--- config.mk ---
export PLATFORM = sky130hd
export DESIGN_NAME = barometric_pressure_compensation_unit
export DESIGN_NICKNAME = d
export VERILOG_FILES = /design/src/rtl/bpc_pkg.sv /design/src/rtl/bpc_coef.sv /design/src/rtl/bpc_poly.sv /design/src/rtl/bpc_cdiv.sv /design/src/rtl/barometric_pressure_compensation_unit.sv
export SDC_FILE = /design/constraint.sdc
export NUM_CORES = 2
export LEC_CHECK = 0
export CAP_MARGIN = 10
export CORE_MARGIN = 4
export CORE_UTILIZATION = 35
export CTS_CLUSTER_SIZE = 28
export DETAILED_ROUTE_END_ITERATION = 10
export DONT_BUFFER_PORTS = 1
export GPL_TIMING_DRIVEN = 1
export MAX_ROUTING_LAYER = met4
export PLACE_DENSITY = 0.48
export SLEW_MARGIN = 20
export SYNTH_ARGS = -nofsm -noshare
export SYNTH_HDL_FRONTEND = slang
export SYNTH_SLANG_ARGS = --single-unit
--- constraint.sdc ---
create_clock -name clk_i -period 70.4 [get_ports clk_i]
set_input_delay 17.6 -clock clk_i [delete_from_list [all_inputs] [get_ports clk_i]]
set_output_delay 17.6 -clock clk_i [all_outputs]
set_load 0.005 [all_outputs]
--- src/rtl/bpc_pkg.sv ---
package bpc_pkg;

  // Default number of fractional bits on both results
  localparam int OUT_FRAC_BITS_DEF = 8;

  // Field widths
  localparam int CountW  = 10;
  localparam int CoefW   = 16;
  localparam int C12W    = 14;
  localparam int CfgAddrW = 2;
  localparam int KpaW    = 15;
  localparam int DegcW   = 16;
  localparam int InDataW  = 24;
  localparam int OutDataW = 32;

  // Compensated pressure, signed, in units of 2^-22
  localparam int PcompW     = 38;
  localparam int PcompFrac  = 22;
  localparam int PcompClipW = 32;
  localparam logic [PcompClipW-1:0] PcompMax = 32'd1023 << PcompFrac;

  // Constant divisors of the two conversions
  localparam int KpaDivisor  = 1023;
  localparam int DegcDivisor = 535;

  // Configuration register indexes
  typedef enum logic [CfgAddrW-1:0] {
    CFG_A0  = 2'd0,
    CFG_B1  = 2'd1,
    CFG_B2  = 2'd2,
    CFG_C12 = 2'd3
  } bpc_cfg_e;

  // Coefficient set handed to the datapath
  typedef struct packed {
    logic signed [CoefW-1:0] a0;
    logic signed [CoefW-1:0] b1;
    logic signed [CoefW-1:0] b2;
    logic        [C12W-1:0]  c12;
  } bpc_coef_t;

endpackage

--- src/rtl/bpc_coef.sv ---
module bpc_coef (
  input  logic                               clk_i,
  input  logic                               rst_ni,
  input  logic                               cfg_we_i,
  input  logic [bpc_pkg::CfgAddrW-1:0]       cfg_addr_i,
  input  logic [bpc_pkg::CoefW-1:0]          cfg_wdata_i,
  output bpc_pkg::bpc_coef_t                 coef_o
);

  bpc_pkg::bpc_coef_t coef_q;
  bpc_pkg::bpc_coef_t coef_d;

  // Register write decode
  always_comb begin
    coef_d = coef_q;
    if (cfg_we_i) begin
      case (bpc_pkg::bpc_cfg_e'(cfg_addr_i))
        bpc_pkg::CFG_A0:  coef_d.a0  = cfg_wdata_i;
        bpc_pkg::CFG_B1:  coef_d.b1  = cfg_wdata_i;
        bpc_pkg::CFG_B2:  coef_d.b2  = cfg_wdata_i;
        bpc_pkg::CFG_C12: coef_d.c12 = cfg_wdata_i[bpc_pkg::C12W-1:0];
        default:          coef_d     = coef_q;
      endcase
    end
  end

  always_ff @(posedge clk_i or negedge rst_ni) begin
    if (!rst_ni) begin
      coef_q <= '0;
    end else begin
      coef_q <= coef_d;
    end
  end

  assign coef_o = coef_q;

endmodule

--- src/rtl/bpc_poly.sv ---
// Three-stage evaluation of a0 + (b1 + c12*T)*P + b2*T in units of 2^-22,
// with the temperature numerator prepared alongside.
module bpc_poly #(
  parameter int OUT_FRAC_BITS = bpc_pkg::OUT_FRAC_BITS_DEF,
  localparam int MagW = 16 + OUT_FRAC_BITS
) (
  input  logic                                clk_i,
  input  logic                                rst_ni,
  input  logic                                en_i,
  input  logic                                valid_i,
  input  logic [bpc_pkg::CountW-1:0]          pressure_count_i,
  input  logic [bpc_pkg::CountW-1:0]          temperature_count_i,
  input  bpc_pkg::bpc_coef_t                  coef_i,
  output logic                                valid_o,
  output logic signed [bpc_pkg::PcompW-1:0]   pcomp_o,
  output logic [MagW-1:0]                     tmag_o,
  output logic                                tneg_o
);

  // Stage 1 signals
  logic                 v1_q;
  logic [9:0]           p1_q;
  logic [23:0]          ct1_q, ct1_d;
  logic signed [25:0]   bt1_q, bt1_d;
  logic [MagW-1:0]      tmag1_q, tmag1_d;
  logic                 tneg1_q, tneg1_d;
  logic [16:0]          tmul;
  logic signed [17:0]   tnum;
  logic [17:0]          tabs;

  // Stage 2 signals
  logic                 v2_q;
  logic signed [25:0]   inner;
  logic signed [35:0]   vp2_q, vp2_d;
  logic signed [35:0]   w2_q, w2_d;
  logic [MagW-1:0]      tmag2_q;
  logic                 tneg2_q;

  // Stage 3 signals
  logic                 v3_q;
  logic signed [bpc_pkg::PcompW-1:0] pc3_q, pc3_d;
  logic [MagW-1:0]      tmag3_q;
  logic                 tneg3_q;

  // Stage 1: coefficient-by-temperature products, temperature numerator
  always_comb begin
    ct1_d   = 24'(coef_i.c12) * 24'(temperature_count_i);
    bt1_d   = $signed({{10{coef_i.b2[15]}}, coef_i.b2}) *
              $signed({16'd0, temperature_count_i});
    tmul    = 17'(temperature_count_i) * 17'd100;
    tnum    = 18'sd63175 - $signed({1'b0, tmul});
    tneg1_d = tnum[17];
    tabs    = tneg1_d ? 18'(-tnum) : 18'(tnum);
    tmag1_d = (MagW'(tabs[15:0]) << OUT_FRAC_BITS) + MagW'(267);
  end

  // Stage 2: slope times pressure, offset plus temperature term
  always_comb begin
    inner = $signed({coef_i.b1[15], coef_i.b1, 9'd0}) + $signed({2'b00, ct1_q});
    vp2_d = $signed({{10{inner[25]}}, inner}) * $signed({26'd0, p1_q});
    w2_d  = $signed({coef_i.a0[15], coef_i.a0, 19'd0}) +
            $signed({{2{bt1_q[25]}}, bt1_q, 8'd0});
  end

  // Stage 3: final sum
  assign pc3_d = $signed({{2{vp2_q[35]}}, vp2_q}) + $signed({{2{w2_q[35]}}, w2_q});

  // Valid bits
  always_ff @(posedge clk_i or negedge rst_ni) begin
    if (!rst_ni) begin
      v1_q <= 1'b0;
      v2_q <= 1'b0;
      v3_q <= 1'b0;
    end else if (en_i) begin
      v1_q <= valid_i;
      v2_q <= v1_q;
      v3_q <= v2_q;
    end
  end

  // Payload
  always_ff @(posedge clk_i) begin
    if (en_i) begin
      p1_q    <= pressure_count_i;
      ct1_q   <= ct1_d;
      bt1_q   <= bt1_d;
      tmag1_q <= tmag1_d;
      tneg1_q <= tneg1_d;
      vp2_q   <= vp2_d;
      w2_q    <= w2_d;
      tmag2_q <= tmag1_q;
      tneg2_q <= tneg1_q;
      pc3_q   <= pc3_d;
      tmag3_q <= tmag2_q;
      tneg3_q <= tneg2_q;
    end
  end

  assign valid_o = v3_q;
  assign pcomp_o = pc3_q;
  assign tmag_o  = tmag3_q;
  assign tneg_o  = tneg3_q;

endmodule

--- src/rtl/bpc_cdiv.sv ---
// Two-stage division by a constant: reciprocal multiply, then one
// compare-and-subtract correction.
module bpc_cdiv #(
  parameter int NUM_W   = 25,
  parameter int DIVISOR = 1023,
  localparam int Q_W    = NUM_W - 9
) (
  input  logic             clk_i,
  input  logic             en_i,
  input  logic [NUM_W-1:0] num_i,
  output logic [Q_W-1:0]   quot_o
);

  localparam int          Shift = NUM_W + 10;
  localparam logic [63:0] Recip = (64'd1 << Shift) / DIVISOR;
  localparam int          RecW  = $clog2(Recip + 64'd1);
  localparam int          ProdW = NUM_W + RecW;

  logic [ProdW-1:0] prod_q, prod_d;
  logic [NUM_W-1:0] num_q;
  logic [NUM_W-1:0] q_est;
  logic [NUM_W-1:0] rem;
  logic [NUM_W-1:0] q_fix;
  logic [Q_W-1:0]   quot_q;

  // Stage 1: estimate, at most one short
  assign prod_d = ProdW'(num_i) * ProdW'(Recip[RecW-1:0]);

  // Stage 2: remainder check
  always_comb begin
    q_est = NUM_W'(prod_q >> Shift);
    rem   = num_q - NUM_W'(q_est * NUM_W'(DIVISOR));
    q_fix = (rem >= NUM_W'(DIVISOR)) ? q_est + NUM_W'(1) : q_est;
  end

  always_ff @(posedge clk_i) begin
    if (en_i) begin
      prod_q <= prod_d;
      num_q  <= num_i;
      quot_q <= q_fix[Q_W-1:0];
    end
  end

  assign quot_o = quot_q;

endmodule

--- src/rtl/barometric_pressure_compensation_unit.sv ---
// Barometric pressure compensation. Each request carries a 10-bit pressure
// count and a 10-bit temperature count; each result gives pressure in kPa and
// temperature in degC, both with OUT_FRAC_BITS fractional bits and rounded
// to nearest, plus a flag set when the compensated pressure had to be held
// to 0..1023. One request is taken every clock cycle, but the pipeline moves
// as a whole: while a result waits on the output the whole pipe holds and
// s_axis_tready is low. Stages: three for the compensation polynomial,
// one for the saturation, one for the kPa numerator, two for the constant
// dividers (by 1023 and by 535, run side by side) and the output register.
// The user must write coefficients through the cfg port while no request
// is in flight, unchecked by the block; they take effect on the next request.
module barometric_pressure_compensation_unit #(
  parameter int OUT_FRAC_BITS = bpc_pkg::OUT_FRAC_BITS_DEF
) (
  input  logic                              clk_i,
  input  logic                              rst_ni,
  // Coefficient write port
  input  logic                              cfg_we_i,
  input  logic [bpc_pkg::CfgAddrW-1:0]      cfg_addr_i,
  input  logic [bpc_pkg::CoefW-1:0]         cfg_wdata_i,
  // Request stream
  input  logic                              s_axis_tvalid,
  output logic                              s_axis_tready,
  // [9:0] pressure_count, [19:10] temperature_count, [23:20] zero
  input  logic [bpc_pkg::InDataW-1:0]       s_axis_tdata,
  // Result stream
  output logic                              m_axis_tvalid,
  input  logic                              m_axis_tready,
  // [14:0] pressure_kpa_q8, [30:15] temperature_c_q8, [31] zero
  output logic [bpc_pkg::OutDataW-1:0]      m_axis_tdata,
  // [0] pressure_clipped
  output logic                              m_axis_tuser
);

  localparam int MagW = 16 + OUT_FRAC_BITS;
  localparam int KW   = 17 + OUT_FRAC_BITS;
  localparam int QkW  = KW - 9;
  localparam int QtW  = MagW - 9;

  logic en;

  bpc_pkg::bpc_coef_t coef;

  logic                                 v3;
  logic signed [bpc_pkg::PcompW-1:0]    pc3;
  logic [MagW-1:0]                      tmag3;
  logic                                 tneg3;

  logic                                 v4_q, v5_q, v6_q, v7_q, vo_q;
  logic [bpc_pkg::PcompClipW-1:0]       pcc4_q, pcc4_d;
  logic                                 clip4_q, clip4_d;
  logic [MagW-1:0]                      tmag4_q;
  logic                                 tneg4_q;

  logic [39:0]                          ksum;
  logic [KW-1:0]                        m5_q, m5_d;
  logic                                 clip5_q, clip6_q, clip7_q;
  logic [MagW-1:0]                      tmag5_q;
  logic                                 tneg5_q, tneg6_q, tneg7_q;

  logic [QkW-1:0]                       quot_k;
  logic [QtW-1:0]                       quot_t;
  logic [31:0]                          kpa_full;
  logic [31:0]                          degc_full;
  logic [bpc_pkg::KpaW-1:0]             kpa_q;
  logic [bpc_pkg::DegcW-1:0]            degc_q;
  logic                                 clipo_q;

  // Whole pipe advances unless a result is stuck on the output
  assign en            = !vo_q || m_axis_tready;
  assign s_axis_tready = en;

  bpc_coef u_coef (
    .clk_i       (clk_i),
    .rst_ni      (rst_ni),
    .cfg_we_i    (cfg_we_i),
    .cfg_addr_i  (cfg_addr_i),
    .cfg_wdata_i (cfg_wdata_i),
    .coef_o      (coef)
  );

  bpc_poly #(
    .OUT_FRAC_BITS (OUT_FRAC_BITS)
  ) u_poly (
    .clk_i               (clk_i),
    .rst_ni              (rst_ni),
    .en_i                (en),
    .valid_i             (s_axis_tvalid),
    .pressure_count_i    (s_axis_tdata[9:0]),
    .temperature_count_i (s_axis_tdata[19:10]),
    .coef_i              (coef),
    .valid_o             (v3),
    .pcomp_o             (pc3),
    .tmag_o              (tmag3),
    .tneg_o              (tneg3)
  );

  // Stage 4: saturate compensated pressure to 0..1023
  always_comb begin
    pcc4_d  = pc3[bpc_pkg::PcompClipW-1:0];
    clip4_d = 1'b0;
    if (pc3[bpc_pkg::PcompW-1]) begin
      pcc4_d  = '0;
      clip4_d = 1'b1;
    end else if (pc3 > $signed(bpc_pkg::PcompW'(bpc_pkg::PcompMax))) begin
      pcc4_d  = bpc_pkg::PcompMax;
      clip4_d = 1'b1;
    end
  end

  // Stage 5: kPa numerator, 65*Pcomp plus half the divisor, scaled
  always_comb begin
    ksum = (40'(pcc4_q) << 6) + 40'(pcc4_q) + (40'(1023) << (21 - OUT_FRAC_BITS));
    m5_d = KW'(ksum >> (22 - OUT_FRAC_BITS));
  end

  // Stages 6 and 7: divide by 1023 and by 535
  bpc_cdiv #(
    .NUM_W   (KW),
    .DIVISOR (bpc_pkg::KpaDivisor)
  ) u_div_kpa (
    .clk_i  (clk_i),
    .en_i   (en),
    .num_i  (m5_q),
    .quot_o (quot_k)
  );

  bpc_cdiv #(
    .NUM_W   (MagW),
    .DIVISOR (bpc_pkg::DegcDivisor)
  ) u_div_degc (
    .clk_i  (clk_i),
    .en_i   (en),
    .num_i  (tmag5_q),
    .quot_o (quot_t)
  );

  // Output: add the 50 kPa offset, restore temperature sign
  always_comb begin
    kpa_full  = 32'(quot_k) + (32'd50 << OUT_FRAC_BITS);
    degc_full = tneg7_q ? -32'(quot_t) : 32'(quot_t);
  end

  // Valid bits
  always_ff @(posedge clk_i or negedge rst_ni) begin
    if (!rst_ni) begin
      v4_q <= 1'b0;
      v5_q <= 1'b0;
      v6_q <= 1'b0;
      v7_q <= 1'b0;
      vo_q <= 1'b0;
    end else if (en) begin
      v4_q <= v3;
      v5_q <= v4_q;
      v6_q <= v5_q;
      v7_q <= v6_q;
      vo_q <= v7_q;
    end
  end

  // Payload
  always_ff @(posedge clk_i) begin
    if (en) begin
      pcc4_q  <= pcc4_d;
      clip4_q <= clip4_d;
      tmag4_q <= tmag3;
      tneg4_q <= tneg3;
      m5_q    <= m5_d;
      clip5_q <= clip4_q;
      tmag5_q <= tmag4_q;
      tneg5_q <= tneg4_q;
      clip6_q <= clip5_q;
      tneg6_q <= tneg5_q;
      clip7_q <= clip6_q;
      tneg7_q <= tneg6_q;
      kpa_q   <= kpa_full[bpc_pkg::KpaW-1:0];
      degc_q  <= degc_full[bpc_pkg::DegcW-1:0];
      clipo_q <= clip7_q;
    end
  end

  assign m_axis_tvalid = vo_q;
  assign m_axis_tdata  = {1'b0, degc_q, kpa_q};
  assign m_axis_tuser  = clipo_q;

endmodule

==> results.ini <==
[outcome]
status = finished clean

[worst_hold_path]
hp-start = u_div_kpa.quot_o[0]$_DFFE_PP_
hp-class = reg -> reg

[clock_tree]
cts_buffers = 67
clk_latency_ns = 0.66
clk_pin_slew_ns = 0.07
cts_root_buffer = clkbuf_16
cts_max_level = 3
postCtsHoldBufs = 0
cts_resized = 0
clock_path_buffers = 3
cts_post_setup_buffers_inserted = 0
cts_tree = done
clkSinkCount = 501

[synthesis]
netlist_instances = 5512
synth_warnings = 0
synth_compound_area_share_pct = 7.539
synth_area_mm2 = 0.05812
synth_nets = 7091
yosysSeqAreaShare_pct = 25.28
yosys.area_share.simple_pct = 10.72
syn-mean-instance-area_um2 = 10.54
synth-main-ff-cell = edfxtp_1
synth_cell_types = 80
ys_ff_latch = 501
yosys.area_share.xor_xnor_pct = 4.234
synth-async-reset-ratio_pct = 13.97
synth_top_family_by_area = adder cells
synth-edff-count = 431
synth_adder_area_share_pct = 42.74
muxShareOfSynthArea_pct = 1.494

[sta]
slew_headroom_pct = 31.57
fmax_mhz = 28.04
final_hold_viol_count = 0
worst_pin_slew_ns = 1.026
slew_violations = 0
setup_viol = 0
final.setup.tns_ns = 0
grt_setup_unrepaired = no
clock_skew_ns = 0.03316
fin_crit_ns = 35.66
finalCritPeriodShare_pct = 50.65

[final_layout]
nNetsFinal = 7053
nFillCells = 16364
area_growth_pct = 8.161
regArea_mm2 = 0.01469
drive_gt1_share_pct = 4.252
multiInputGateArea_mm2 = 0.03881

[worst_setup_path]
path_class = in -> out
path_buf_inv = 0
path_cells = nand2b_4
r2r_start = u_coef.coef_o[30]$_DFFE_PN0P_
worstPathMaxFanout = 33
critPathTopFamily = simple AND/OR/NAND/NOR gates
cp.required_ns = 52.80
crit_path_start_kind = input port
cp_slowest_cell = nand2b_4
max_stage_delay_ns = 0.43
critPathCaptureType = output port
cp-startpoint = m_axis_tready
worstPathArrival_ns = 18.06

[global_route]
grt_use_met1_pct = 20.16
overflow = 0
top_usage_layer = met2
grt_max_degree = 152
grt_pass1_vias = 39886
antenna_found_initial = 5
grt.total_usage_pct = 15.94
grt_pass1_wl_um = 214900
gr-usage-met3_pct = 2.233
gr-usage-met2_pct = 27.32

[placed_design]
gp_congestion = 0.8426
hpwl_um = 102600
port_buffers = 0

[drt]
drt_iter0_drc = 1578
drc = 0
drt-pass1-iter-count = 7
ant_nets = 0
postRouteWirelength_um = 129200
num_vias = 37070
wl_per_cell_um = 16.74
vias_per_cell = 4.802

[floorplan]
dieArea_mm2 = 0.1726
initial_core_util_pct = 35.23
coreArea_mm2 = 0.1650
rows = 149
pin_count = 82
die_h_um = 415.5
fp.dieW_um = 415.5

[run]
drv_cap = 0

[area by class of cell]
| type | instances | share of cell area, % |
|---|---|---|
| multi-input combinational | 3779 | 61.74 |
| sequential | 501 | 23.37 |
| inverter | 1093 | 6.526 |
| tap | 2189 | 4.357 |
| clock buffer | 85 | 2.942 |
| clock inverter | 37 | 0.6250 |
| timing repair buffer | 32 | 0.4219 |
| antenna | 3 | 0.01194 |
[stage by stage]
stage	hold WS [ns]	setup WS (ns)	instance area [um^2]	cells	utilization, %
6_report	0.4060	34.74	62870	7719	38.10
5_1_grt	0.4103	34.70	62860	7718	38.10
4_1_cts	0.4014	34.72	62860	7716	38.10
3_5_place_dp	0.4045	34.72	60620	7594	36.74
3_3_place_gp	0.4005	34.73	60610	7594	36.73
2_1_floorplan	0.4003	23.21	58120	5512	-
[registers in the layout (all words and copies together), names as in the netlist, 16 cells and up]
register,flops
u_poly.pcomp_o,37
u_div_kpa.num_q,25
u_coef.coef_o,62
degc_q,16
u_div_kpa.prod_q,16
u_div_degc.prod_q,16
m5_q,25
u_poly.vp2_q,36
u_poly.ct1_q,24
u_poly.w2_q,28
pcc4_q,32
u_poly.bt1_q,26
[path summary, 6_finish.rpt]
check                                                end  slack [ns]  depth (start not counted)
max in group asynchronous               v4_q$_DFFE_PN0P_       53.59                          0
hold / removal                        kpa_q[0]$_DFFE_PP_        0.41                          0
setup / recovery                           s_axis_tready       34.74                          1
min in group asynchronous  u_coef.coef_o[43]$_DFFE_PN0P_       16.64                          0
setup reg to reg              u_poly.vp2_q[35]$_DFFE_PP_       62.25                         33
hold reg to reg                       kpa_q[0]$_DFFE_PP_        0.41                          0
[metal layers]
layer  wire, um  part of all wire [%]
met1      57960                    45
met2      64790                    50
met3       4072                   3.2
met4       2406                   1.9
met5          0                     0
[layout by cell type (no fill, tap or decap), drive strengths merged, types with 71 or more instances in the layout]
master and count:
a21o 79, a21oi 160, and2 297, clkbuf 85, edfxtp 431, fa 756, ha 776, inv 1099
nand2 410, nand3 71, nor2 146, o21ai 139, xnor2 208, xor2 73
[synth_stat cells, drive strengths merged, types with 71 or more instances]
cell       n  share of area, %
a21oi    160               1.4
xnor2    208               3.1
fa       756                26
nand2    410               2.6
nor2     146              0.94
nand3     71              0.61
inv     1093               7.1
xor2      73               1.1
and2     297               3.2
o21ai    139               1.2
clkbuf   131              0.85
a21o      79               1.0
edfxtp   431                22
ha       776                17
[logic make-up (layout without fill, tap and decap cells)]
| logic type | after synthesis | in the layout |
|---|---|---|
| xor+xnor | 281 | 281 |
| simple gates | 1224 | 1224 |
| buf+inv | 1232 | 1247 |
| mux | 78 | 78 |
| fa+ha+maj | 1532 | 1532 |
| other cells | 1 | 4 |
| flops | 501 | 501 |
| compound gates | 663 | 663 |
Power is left out: the tool's default activity adds up to more than one toggle a clock period on the data nets, which glitch-free logic cannot reach.
